**src/design/plat_pkg.sv**
```systemverilog
// ----------------------------------------------------------------------------
// plat_pkg: shared types and constants
// table size, status codes, action codes and cell record types
// ----------------------------------------------------------------------------
package plat_pkg;

    localparam int TABLE_SLOTS  = 8;
    localparam int SLOT_W       = (TABLE_SLOTS > 1) ? $clog2(TABLE_SLOTS) : 1;
    localparam int MAX_RESULTS  = 8;
    localparam int OUT_SLOT_W   = 3;
    localparam logic [31:0] BROADCAST_ADDR = 32'hFFFF_FFFF;

    typedef enum logic [1:0] {
        ACT_ADD     = 2'd0,
        ACT_REMOVE  = 2'd1,
        ACT_RESTORE = 2'd2,
        ACT_LIST    = 2'd3
    } action_t;

    typedef enum logic [1:0] {
        ST_OK        = 2'd0,
        ST_NOT_FOUND = 2'd1,
        ST_FULL      = 2'd2,
        ST_INVALID   = 2'd3
    } status_t;

    // one table entry as held in a cell
    typedef struct packed {
        logic [31:0] addr;
        logic [31:0] order;
        logic        pinned;
    } entry_t;

    // scan token handed from cell to cell
    typedef struct packed {
        logic              found;
        logic [SLOT_W-1:0] found_slot;
        logic              have_free;
        logic [SLOT_W-1:0] free_slot;
        logic              have_old;
        logic [SLOT_W-1:0] old_slot;
        logic [31:0]       oldest;
    } scan_t;

    // command broadcast from the controller to every cell
    typedef struct packed {
        logic              write;
        logic              clear_all;
        logic              free;
        logic              newent;
        logic [SLOT_W-1:0] slot;
        logic [31:0]       addr;
        logic [31:0]       order;
        logic              pin;
    } cell_cmd_t;

endpackage

```
**src/design/pinned_lru_address_table.sv**
```systemverilog
// ----------------------------------------------------------------------------
// pinned_lru_address_table: lru address table with pinned entries
// a row of slot cells scanned by a chained token, driven by a small sequencer
// ----------------------------------------------------------------------------
// usage:
//  - requests enter on s_axis (tdata = action, dest_addr, pin_flag) and
//    results leave on m_axis (tdata = status, slot_index, entry_ip,
//    entry_pin; tlast marks the final result of a request)
//  - one request is handled at a time; s_axis_tready is low while busy
//  - add / remove / restore: after acceptance the sequencer moves to S_EXEC,
//    where the search token ripples through the cell row; once the output
//    register is free, the table and the output register are loaded together
//    at the end of that S_EXEC cycle and the sequencer returns to S_IDLE for
//    the next request
//  - list: one slot walked per cycle while the output register is free,
//    then a closing S_OUT state; one result per valid slot, or a single
//    not-found result
//  - the result sits in an output register; a stalled receiver holds the
//    sequencer in place, nothing is dropped
//  - reset loads the broadcast entry pinned in slot 0 and the stamp
//    counter with one
// ----------------------------------------------------------------------------
module pinned_lru_address_table (
    input  logic        clk,
    input  logic        rst_n,
    input  logic        s_axis_tvalid,
    output logic        s_axis_tready,
    input  logic [39:0] s_axis_tdata,   // action[1:0], dest_addr[33:2], pin_flag[34]
    output logic        m_axis_tvalid,
    input  logic        m_axis_tready,
    output logic [39:0] m_axis_tdata,   // status[1:0], slot_index[4:2], entry_ip[36:5], entry_pin[37]
    output logic        m_axis_tlast
);

    localparam int N  = plat_pkg::TABLE_SLOTS;
    localparam int SW = plat_pkg::SLOT_W;

    typedef enum logic [3:0] {
        S_IDLE = 4'b0001,
        S_EXEC = 4'b0010,
        S_LIST = 4'b0100,
        S_OUT  = 4'b1000
    } state_t;

    state_t state_reg, state_next;

    // latched request
    plat_pkg::action_t act_reg;
    logic [31:0]       addr_reg;
    logic              pin_reg;
    logic [31:0]       counter_reg, counter_next;

    // list walk
    logic [SW:0]       idx_reg, idx_next;
    logic [3:0]        nout_reg, nout_next;

    // output register
    logic        ovalid_reg, ovalid_next;
    logic [1:0]  ostat_reg, ostat_next;
    logic [2:0]  oslot_reg, oslot_next;
    logic [31:0] oip_reg, oip_next;
    logic        opin_reg, opin_next;
    logic        olast_reg, olast_next;

    plat_pkg::scan_t   chain [N+1];
    plat_pkg::entry_t  ent   [N];
    plat_pkg::cell_cmd_t cmd;
    logic [31:0]       key;

    // valid slots, used to find the final listed entry
    logic [N-1:0]      valid_vec;
    logic [N-1:0]      above_vec;
    logic              more_valid;

    assign key = (act_reg == plat_pkg::ACT_RESTORE) ? plat_pkg::BROADCAST_ADDR : addr_reg;
    assign chain[0] = '0;

    genvar g;
    generate
        for (g = 0; g < N; g++)
        begin : g_cell
            plat_pkg::entry_t rv;
            assign rv = (g == 0) ? '{addr: plat_pkg::BROADCAST_ADDR, order: 32'd1, pinned: 1'b1}
                                 : '0;
            assign valid_vec[g] = (ent[g].order != 32'd0);
            plat_cell u_cell (
                .clk      (clk),
                .rst_n    (rst_n),
                .my_slot  (SW'(g)),
                .rst_val  (rv),
                .key      (key),
                .cmd      (cmd),
                .scan_in  (chain[g]),
                .scan_out (chain[g+1]),
                .entry    (ent[g])
            );
        end
    endgenerate

    assign s_axis_tready = (state_reg == S_IDLE);
    assign m_axis_tvalid = ovalid_reg;
    assign m_axis_tlast  = olast_reg;
    assign m_axis_tdata  = {2'b00, opin_reg, oip_reg, oslot_reg, ostat_reg};

    logic              out_free;
    plat_pkg::scan_t   sc;
    plat_pkg::entry_t  cur;
    logic [SW-1:0]     idx_s;
    logic              is_last_idx;

    assign out_free    = !ovalid_reg || m_axis_tready;
    assign sc          = chain[N];
    assign idx_s       = idx_reg[SW-1:0];
    assign cur         = ent[idx_s];
    assign is_last_idx = (idx_reg == (SW+1)'(N-1));
    // any valid slot above the one being walked
    assign above_vec   = (valid_vec >> idx_s) >> 1;
    assign more_valid  = |above_vec;

    always_comb
    begin
        state_next   = state_reg;
        counter_next = counter_reg;
        idx_next     = idx_reg;
        nout_next    = nout_reg;
        ovalid_next  = ovalid_reg && !m_axis_tready;
        ostat_next   = ostat_reg;
        oslot_next   = oslot_reg;
        oip_next     = oip_reg;
        opin_next    = opin_reg;
        olast_next   = olast_reg;
        cmd          = '0;

        case (state_reg)
            S_IDLE:
            begin
                if (s_axis_tvalid)
                begin
                    idx_next  = '0;
                    nout_next = '0;
                    if (s_axis_tdata[1:0] == plat_pkg::ACT_LIST)
                        state_next = S_LIST;
                    else
                        state_next = S_EXEC;
                end
            end
            S_EXEC:
            begin
                if (out_free)
                begin
                    ovalid_next = 1'b1;
                    oip_next    = '0;
                    opin_next   = 1'b0;
                    olast_next  = 1'b1;
                    oslot_next  = '0;
                    ostat_next  = plat_pkg::ST_OK;
                    state_next  = S_IDLE;
                    case (act_reg)
                        plat_pkg::ACT_ADD:
                        begin
                            if (addr_reg == 32'd0)
                                ostat_next = plat_pkg::ST_INVALID;
                            else if (sc.found || sc.have_free || sc.have_old)
                            begin
                                counter_next = counter_reg + 32'd1;
                                cmd.write    = 1'b1;
                                cmd.order    = counter_next;
                                cmd.addr     = addr_reg;
                                cmd.pin      = pin_reg;
                                cmd.newent   = !sc.found;
                                cmd.slot     = sc.found ? sc.found_slot :
                                               sc.have_free ? sc.free_slot : sc.old_slot;
                                oslot_next   = 3'(cmd.slot);
                            end
                            else
                                ostat_next = plat_pkg::ST_FULL;
                        end
                        plat_pkg::ACT_REMOVE:
                        begin
                            if (sc.found)
                            begin
                                cmd.write  = 1'b1;
                                cmd.free   = 1'b1;
                                cmd.slot   = sc.found_slot;
                                oslot_next = 3'(sc.found_slot);
                            end
                            else
                                ostat_next = plat_pkg::ST_NOT_FOUND;
                        end
                        default:
                        begin
                            // restore: clear all, broadcast goes to slot 0
                            counter_next  = counter_reg + 32'd1;
                            cmd.clear_all = 1'b1;
                            cmd.write     = 1'b1;
                            cmd.newent    = 1'b1;
                            cmd.slot      = '0;
                            cmd.addr      = plat_pkg::BROADCAST_ADDR;
                            cmd.pin       = 1'b1;
                            cmd.order     = counter_next;
                        end
                    endcase
                end
            end
            S_LIST:
            begin
                if (out_free)
                begin
                    if (cur.order != 32'd0 && nout_reg < 4'(plat_pkg::MAX_RESULTS))
                    begin
                        ovalid_next = 1'b1;
                        ostat_next  = plat_pkg::ST_OK;
                        oslot_next  = 3'(idx_s);
                        oip_next    = cur.addr;
                        opin_next   = cur.pinned;
                        // last when no valid slot follows or the run is full
                        olast_next  = !more_valid ||
                                      (nout_reg == 4'(plat_pkg::MAX_RESULTS - 1));
                        nout_next   = nout_reg + 4'd1;
                    end
                    idx_next = idx_reg + 1'b1;
                    if (is_last_idx)
                        state_next = S_OUT;
                end
            end
            S_OUT:
            begin
                // close the run: emit an empty-table result if nothing was listed
                if (nout_reg == 4'd0)
                begin
                    if (out_free)
                    begin
                        ovalid_next = 1'b1;
                        ostat_next  = plat_pkg::ST_NOT_FOUND;
                        oslot_next  = '0;
                        oip_next    = '0;
                        opin_next   = 1'b0;
                        olast_next  = 1'b1;
                        state_next  = S_IDLE;
                    end
                end
                else
                    state_next = S_IDLE;
            end
            default:
                state_next = S_IDLE;
        endcase
    end

    always_ff @(posedge clk or negedge rst_n)
    begin
        if (!rst_n)
        begin
            state_reg   <= S_IDLE;
            counter_reg <= 32'd1;
            idx_reg     <= '0;
            nout_reg    <= '0;
            ovalid_reg  <= 1'b0;
            olast_reg   <= 1'b0;
        end
        else
        begin
            state_reg   <= state_next;
            counter_reg <= counter_next;
            idx_reg     <= idx_next;
            nout_reg    <= nout_next;
            ovalid_reg  <= ovalid_next;
            olast_reg   <= olast_next;
        end
    end

    always_ff @(posedge clk)
    begin
        if (state_reg == S_IDLE && s_axis_tvalid)
        begin
            act_reg  <= plat_pkg::action_t'(s_axis_tdata[1:0]);
            addr_reg <= s_axis_tdata[33:2];
            pin_reg  <= s_axis_tdata[34];
        end
        ostat_reg <= ostat_next;
        oslot_reg <= oslot_next;
        oip_reg   <= oip_next;
        opin_reg  <= opin_next;
    end

endmodule

```
**src/design/plat_cell.sv**
```systemverilog
// ----------------------------------------------------------------------------
// plat_cell: one table slot
// holds one entry and folds it into the scan token passed to the next cell
// ----------------------------------------------------------------------------
module plat_cell (
    input  logic                            clk,
    input  logic                            rst_n,
    input  logic [plat_pkg::SLOT_W-1:0]     my_slot,
    input  plat_pkg::entry_t                rst_val,
    input  logic [31:0]                     key,
    input  plat_pkg::cell_cmd_t             cmd,
    input  plat_pkg::scan_t                 scan_in,
    output plat_pkg::scan_t                 scan_out,
    output plat_pkg::entry_t                entry
);

    plat_pkg::entry_t entry_reg;
    plat_pkg::entry_t entry_next;
    logic             used;

    assign used  = (entry_reg.order != 32'd0);
    assign entry = entry_reg;

    always_comb
    begin
        scan_out = scan_in;
        if (used && entry_reg.addr == key && !scan_in.found)
        begin
            scan_out.found      = 1'b1;
            scan_out.found_slot = my_slot;
        end
        if (!used && !scan_in.have_free)
        begin
            scan_out.have_free = 1'b1;
            scan_out.free_slot = my_slot;
        end
        // only slots before the first free one count for eviction
        if (used && !entry_reg.pinned && !scan_in.have_free &&
            (!scan_in.have_old || entry_reg.order < scan_in.oldest))
        begin
            scan_out.have_old = 1'b1;
            scan_out.old_slot = my_slot;
            scan_out.oldest   = entry_reg.order;
        end
    end

    always_comb
    begin
        entry_next = entry_reg;
        if (cmd.clear_all)
        begin
            entry_next = '0;
        end
        if (cmd.write && cmd.slot == my_slot)
        begin
            if (cmd.free)
            begin
                entry_next.order  = 32'd0;
                entry_next.pinned = 1'b0;
            end
            else
            begin
                entry_next.order = cmd.order;
                if (cmd.newent)
                begin
                    entry_next.addr   = cmd.addr;
                    entry_next.pinned = cmd.pin;
                end
            end
        end
    end

    always_ff @(posedge clk or negedge rst_n)
    begin
        if (!rst_n)
            entry_reg <= rst_val;
        else
            entry_reg <= entry_next;
    end

endmodule
```
**config.mk**
```make
export PLATFORM = sky130hd
export DESIGN_NAME = pinned_lru_address_table
export DESIGN_NICKNAME = d
export VERILOG_FILES = /design/src/design/plat_pkg.sv /design/src/design/pinned_lru_address_table.sv /design/src/design/plat_cell.sv
export SDC_FILE = /design/constraint.sdc
export NUM_CORES = 2
export LEC_CHECK = 0
export ABC_CLOCK_PERIOD_IN_PS = 39800
export BUFFER_PORTS_ARGS = -buffer_cell sky130_fd_sc_hd__buf_2
export CAP_MARGIN = 20
export CORE_AREA = 2 2 334 336
export CTS_BUF_LIST = sky130_fd_sc_hd__clkbuf_4
export DETAILED_ROUTE_END_ITERATION = 8
export DIE_AREA = 0 0 336 338
export GPL_ROUTABILITY_DRIVEN = 0
export PLACE_DENSITY = 0.66
export SYNTH_ARGS = -nofsm -noshare
export SYNTH_HDL_FRONTEND = slang
export SYNTH_SLANG_ARGS = --single-unit
export TNS_END_PERCENT = 5
```
**constraint.sdc**
```tcl
create_clock -name clk -period 39.8 [get_ports clk]
set_input_delay 9.95 -clock clk [delete_from_list [all_inputs] [get_ports clk]]
set_output_delay 9.95 -clock clk [all_outputs]
set_load 0.01 [all_outputs]
```
==> metrics.md <==
| Metric | Value |
|---|---|
| GR Overflow Total | `0` |
| Crit end category | `register` |
| # H-tree levels | `4` |
| Routed Antenna Nets | `0` |
| Synth area leader | `dfrtp_1` |
| WP data arrival | `~28000 ps` |
| Synth Warn # | `0` |
| Die span in y | `between 300 and 400 um` |
| Worst min-delay path class | `reg2reg` |
| Synthesized area | `0.04376 mm2` |
| Place WS | `13640 ps` |
| Post-synthesis sequential area ratio | `between 30 and 40%` |
| Relative max-transition margin | `approximately 16%` |
| Max Root-Sink Buffers | `3` |
| Peak supply drop | `0.00002476 V` |
| Netlist cell types | `100` |
| Multi-input gate area | `roughly 0.025 mm2` |
| Worst setup margin | `12820 ps` |
| Hpwl dp | `~110 mm` |
| Ys flop type | `dfrtp_1` |
| Die Area | `between 0.1 and 0.15 mm2` |
| Layout area overhead | `8.414%` |
| Final Util | `a little over two fifths` |
| Root Driver | `clkbuf_4` |
| Crit-path max FO | `62` |
| Fraction of layout cells with a size suffix above 1 | `14.52%` |
| Slowest stage cell, crit path | `nor4_2` |
| Drc violations | `0` |
| Count leader, synth | `nand2_1` |
| Mapped Avg Cell Area | `between 9 and 10 um2` |
| Final Slew Violations | `0` |
| Synthesized instance count | `roughly 4.7k` |
| Final std cells w/o fill | `between 6k and 7k` |
| Seq cells post-synth | `639` |
| RSZ-0062 raised after global routing | `false` |
| Crit share post-route | `between 60% and 70%` |
| Clock Latency Late Sink | `between 1000 and 1500 ps` |
| CTS clock-pin slew for the worst setup and hold paths | `about 80 ps` |
| Hold Vio Cnt, Final | `0` |
| Number of global-route vias before repair | `around 38k` |
| Post-CTS sizing | `0` |
| CTS sink cnt | `639` |
| Synth async-reset ratio | `approximately nine tenths` |
| Initial antenna violation count | `5` |
| IO Pins | `87` |
| Pleak | `slightly below 20 nW` |
| Run status | `finished clean` |
| Critical setup path kind | `reg2reg` |
| Mean routed wirelength per cell | `between 20 and 30 um` |
| Crit path largest cell delay | `slightly above 900 ps` |
| Final wirelength | `roughly 160 mm` |
| Cell mode on critical path | `buf_4` |
| Port-buffer cells | `79` |
| Fmax | `between 30 and 40 MHz` |
| # hold bufs at CTS | `0` |
| Drt pass-1 iters | `8` |
| Final setup fails | `0` |
| Total Negative Setup Slacks | `0 ps` |
| First-pass GRT wire length | `239.5 mm` |
| Worst setup SP type | `register` |
| Post-CTS Repair Setup Buffers | `0` |
| Max reg flops | `520` |
| # fillers | `~11k` |
| Most frequent cells after synthesis | `580 x nand2_1, 530 x dfrtp_1, 290 x mux2i_1, 289 x nor2_1, 246 x a21oi_1` |
| Core area | `between 0.1 and 0.15 mm2` |
| Starting Density | `between 30% and 40%` |
| Fin Clk Skew | `94.25 ps` |
| Maximum Capacitance Violations | `0` |
| WP data required | `slightly above 40000 ps` |
| FF/Latch Area | `about 0.016 mm2` |
| Largest net degree at the start of global routing | `between 200 and 250` |
| Top post-synthesis cells by area | `dfrtp_1 30%, mux2i_1 6.6%, ha_1 6.3%` |
| Tot GR Track Use | `27.80%` |
| Placed insts | `5966` |
| Total CTS buffers | `between 150 and 200` |
| Vias | `approximately 40k` |
| EDFF count, synth | `between 70 and 80` |
| DIE WIDTH | `336 um` |
| Nets@finish | `4923` |
| CTS tree | `built` |
| Detailed Route Iter0 Violations | `~5.4k` |
| Core Rows | `approximately 120` |
| Power per cell area | `~34 mW/mm2` |
| Post-synth top area share | `~30%` |
| Tmin final | `~27000 ps` |
| Tightest Pin Transition | `around 1200 ps` |
| Vias/cell | `~6.4` |
## logic make-up after synthesis
group                      Yosys count  synth area share (%)
DFF                                639                 37.48
buffers and inverters              509                 5.424
xor gates and xnor gates           156                 3.122
other                                1              0.008569
AOI/OAI and AO/OA                 1253                 21.32
adders and majority gates          221                 6.319
muxes                              389                 9.309
and+or+nand+nor                   1517                 17.02
## power breakdown
part	internal, W	switching, W	leakage [nW]
combinational	0.0000767	0.000177	9.80
sequential	0.000686	0.0000422	8.42
clock	0.000340	0.000309	1.44
total	0.00110	0.000528	19.7
## layer usage
layer  vias to the layer above  wire length, um  GRT usage [%]
li1                      17710                -              -
met1                     19600            63610          36.57
met2                      2449            68630          41.20
met3                       580            17700          6.338
met4                         2            11020          17.66
met5                         -               14              0
## critical path: cells and delay by family (launching register included)
family / cells / cell delay (ps)
multiplexers: 2 / 660
flip-flops: 1 / 420
AO/OA/AOI/OAI: 40 / 11100
adder cells (fa/ha/maj): 7 / 1990
buffers and inverters: 12 / 3570
AND/OR/NAND/NOR: 29 / 8810
## layout by cell type (no fill, tap or decap), types with 20 or more instances in the layout
cell type    n
a32oi_1     38
mux2_2      94
xor2_1      99
a211oi_1    33
a22o_1      84
and2_1      20
buf_2       78
clkbuf_4   282
a21o_1      37
a32o_1     194
o21ai_1     53
clkinv_1    31
and3_1      46
buf_4       81
nand2b_1    48
nor3_1      96
mux2i_1    290
nand3_1     47
o31ai_1     58
edfxtp_1    73
nor2_1     286
dfstp_2     36
dfrtp_1    527
o31a_1      33
nor4bb_1    25
a21oi_1    245
a221oi_1    38
o22ai_1     34
nand2_1    579
o2bb2ai_2   30
ha_1       221
o21ai_0    157
nand4_1     70
xnor2_1     57
nor4_1     133
inv_1      136
or3_1       47
a31oi_1     48
## through the flow
step / instance area, um2 / hold slack [ps] / total power, W
after floorplan: 43770 / 451.2 / 0.0008829
after global routing: 47440 / 491.6 / 0.001693
final: 47440 / 479.0 / 0.001631
after CTS: 47430 / 480.5 / 0.001630
after detailed placement: 45040 / 472.3 / 0.0009833
after global placement: 45020 / 464.9 / 0.0009779
## path summary, 6_finish.rpt
kind,startpoint,end,slack (ps),cells past startpoint
worst max-delay path,g_cell[0].u_cell.entry[3],g_cell[1].u_cell.entry[51],12820,90
worst min register to register,counter_reg[0],counter_reg[0],480,2
worst max register to register,g_cell[0].u_cell.entry[3],g_cell[1].u_cell.entry[51],12820,90
worst min-delay path,counter_reg[0],counter_reg[0],480,2
max in group asynchronous,rst_n,counter_reg[11],28690,3
min in group asynchronous,rst_n,g_cell[5].u_cell.entry[58],8860,1
## cell type report
type / instances / area share [%]
multi-input combinational: 3538 / 53.02
clock buffer: 282 / 4.462
clock inverter: 47 / 0.5775
sequential: 639 / 34.59
timing repair buffer: 164 / 2.321
inverter: 137 / 1.084
tap: 1488 / 3.924
antenna: 4 / 0.02110
(Power assumes the default switching activity.)
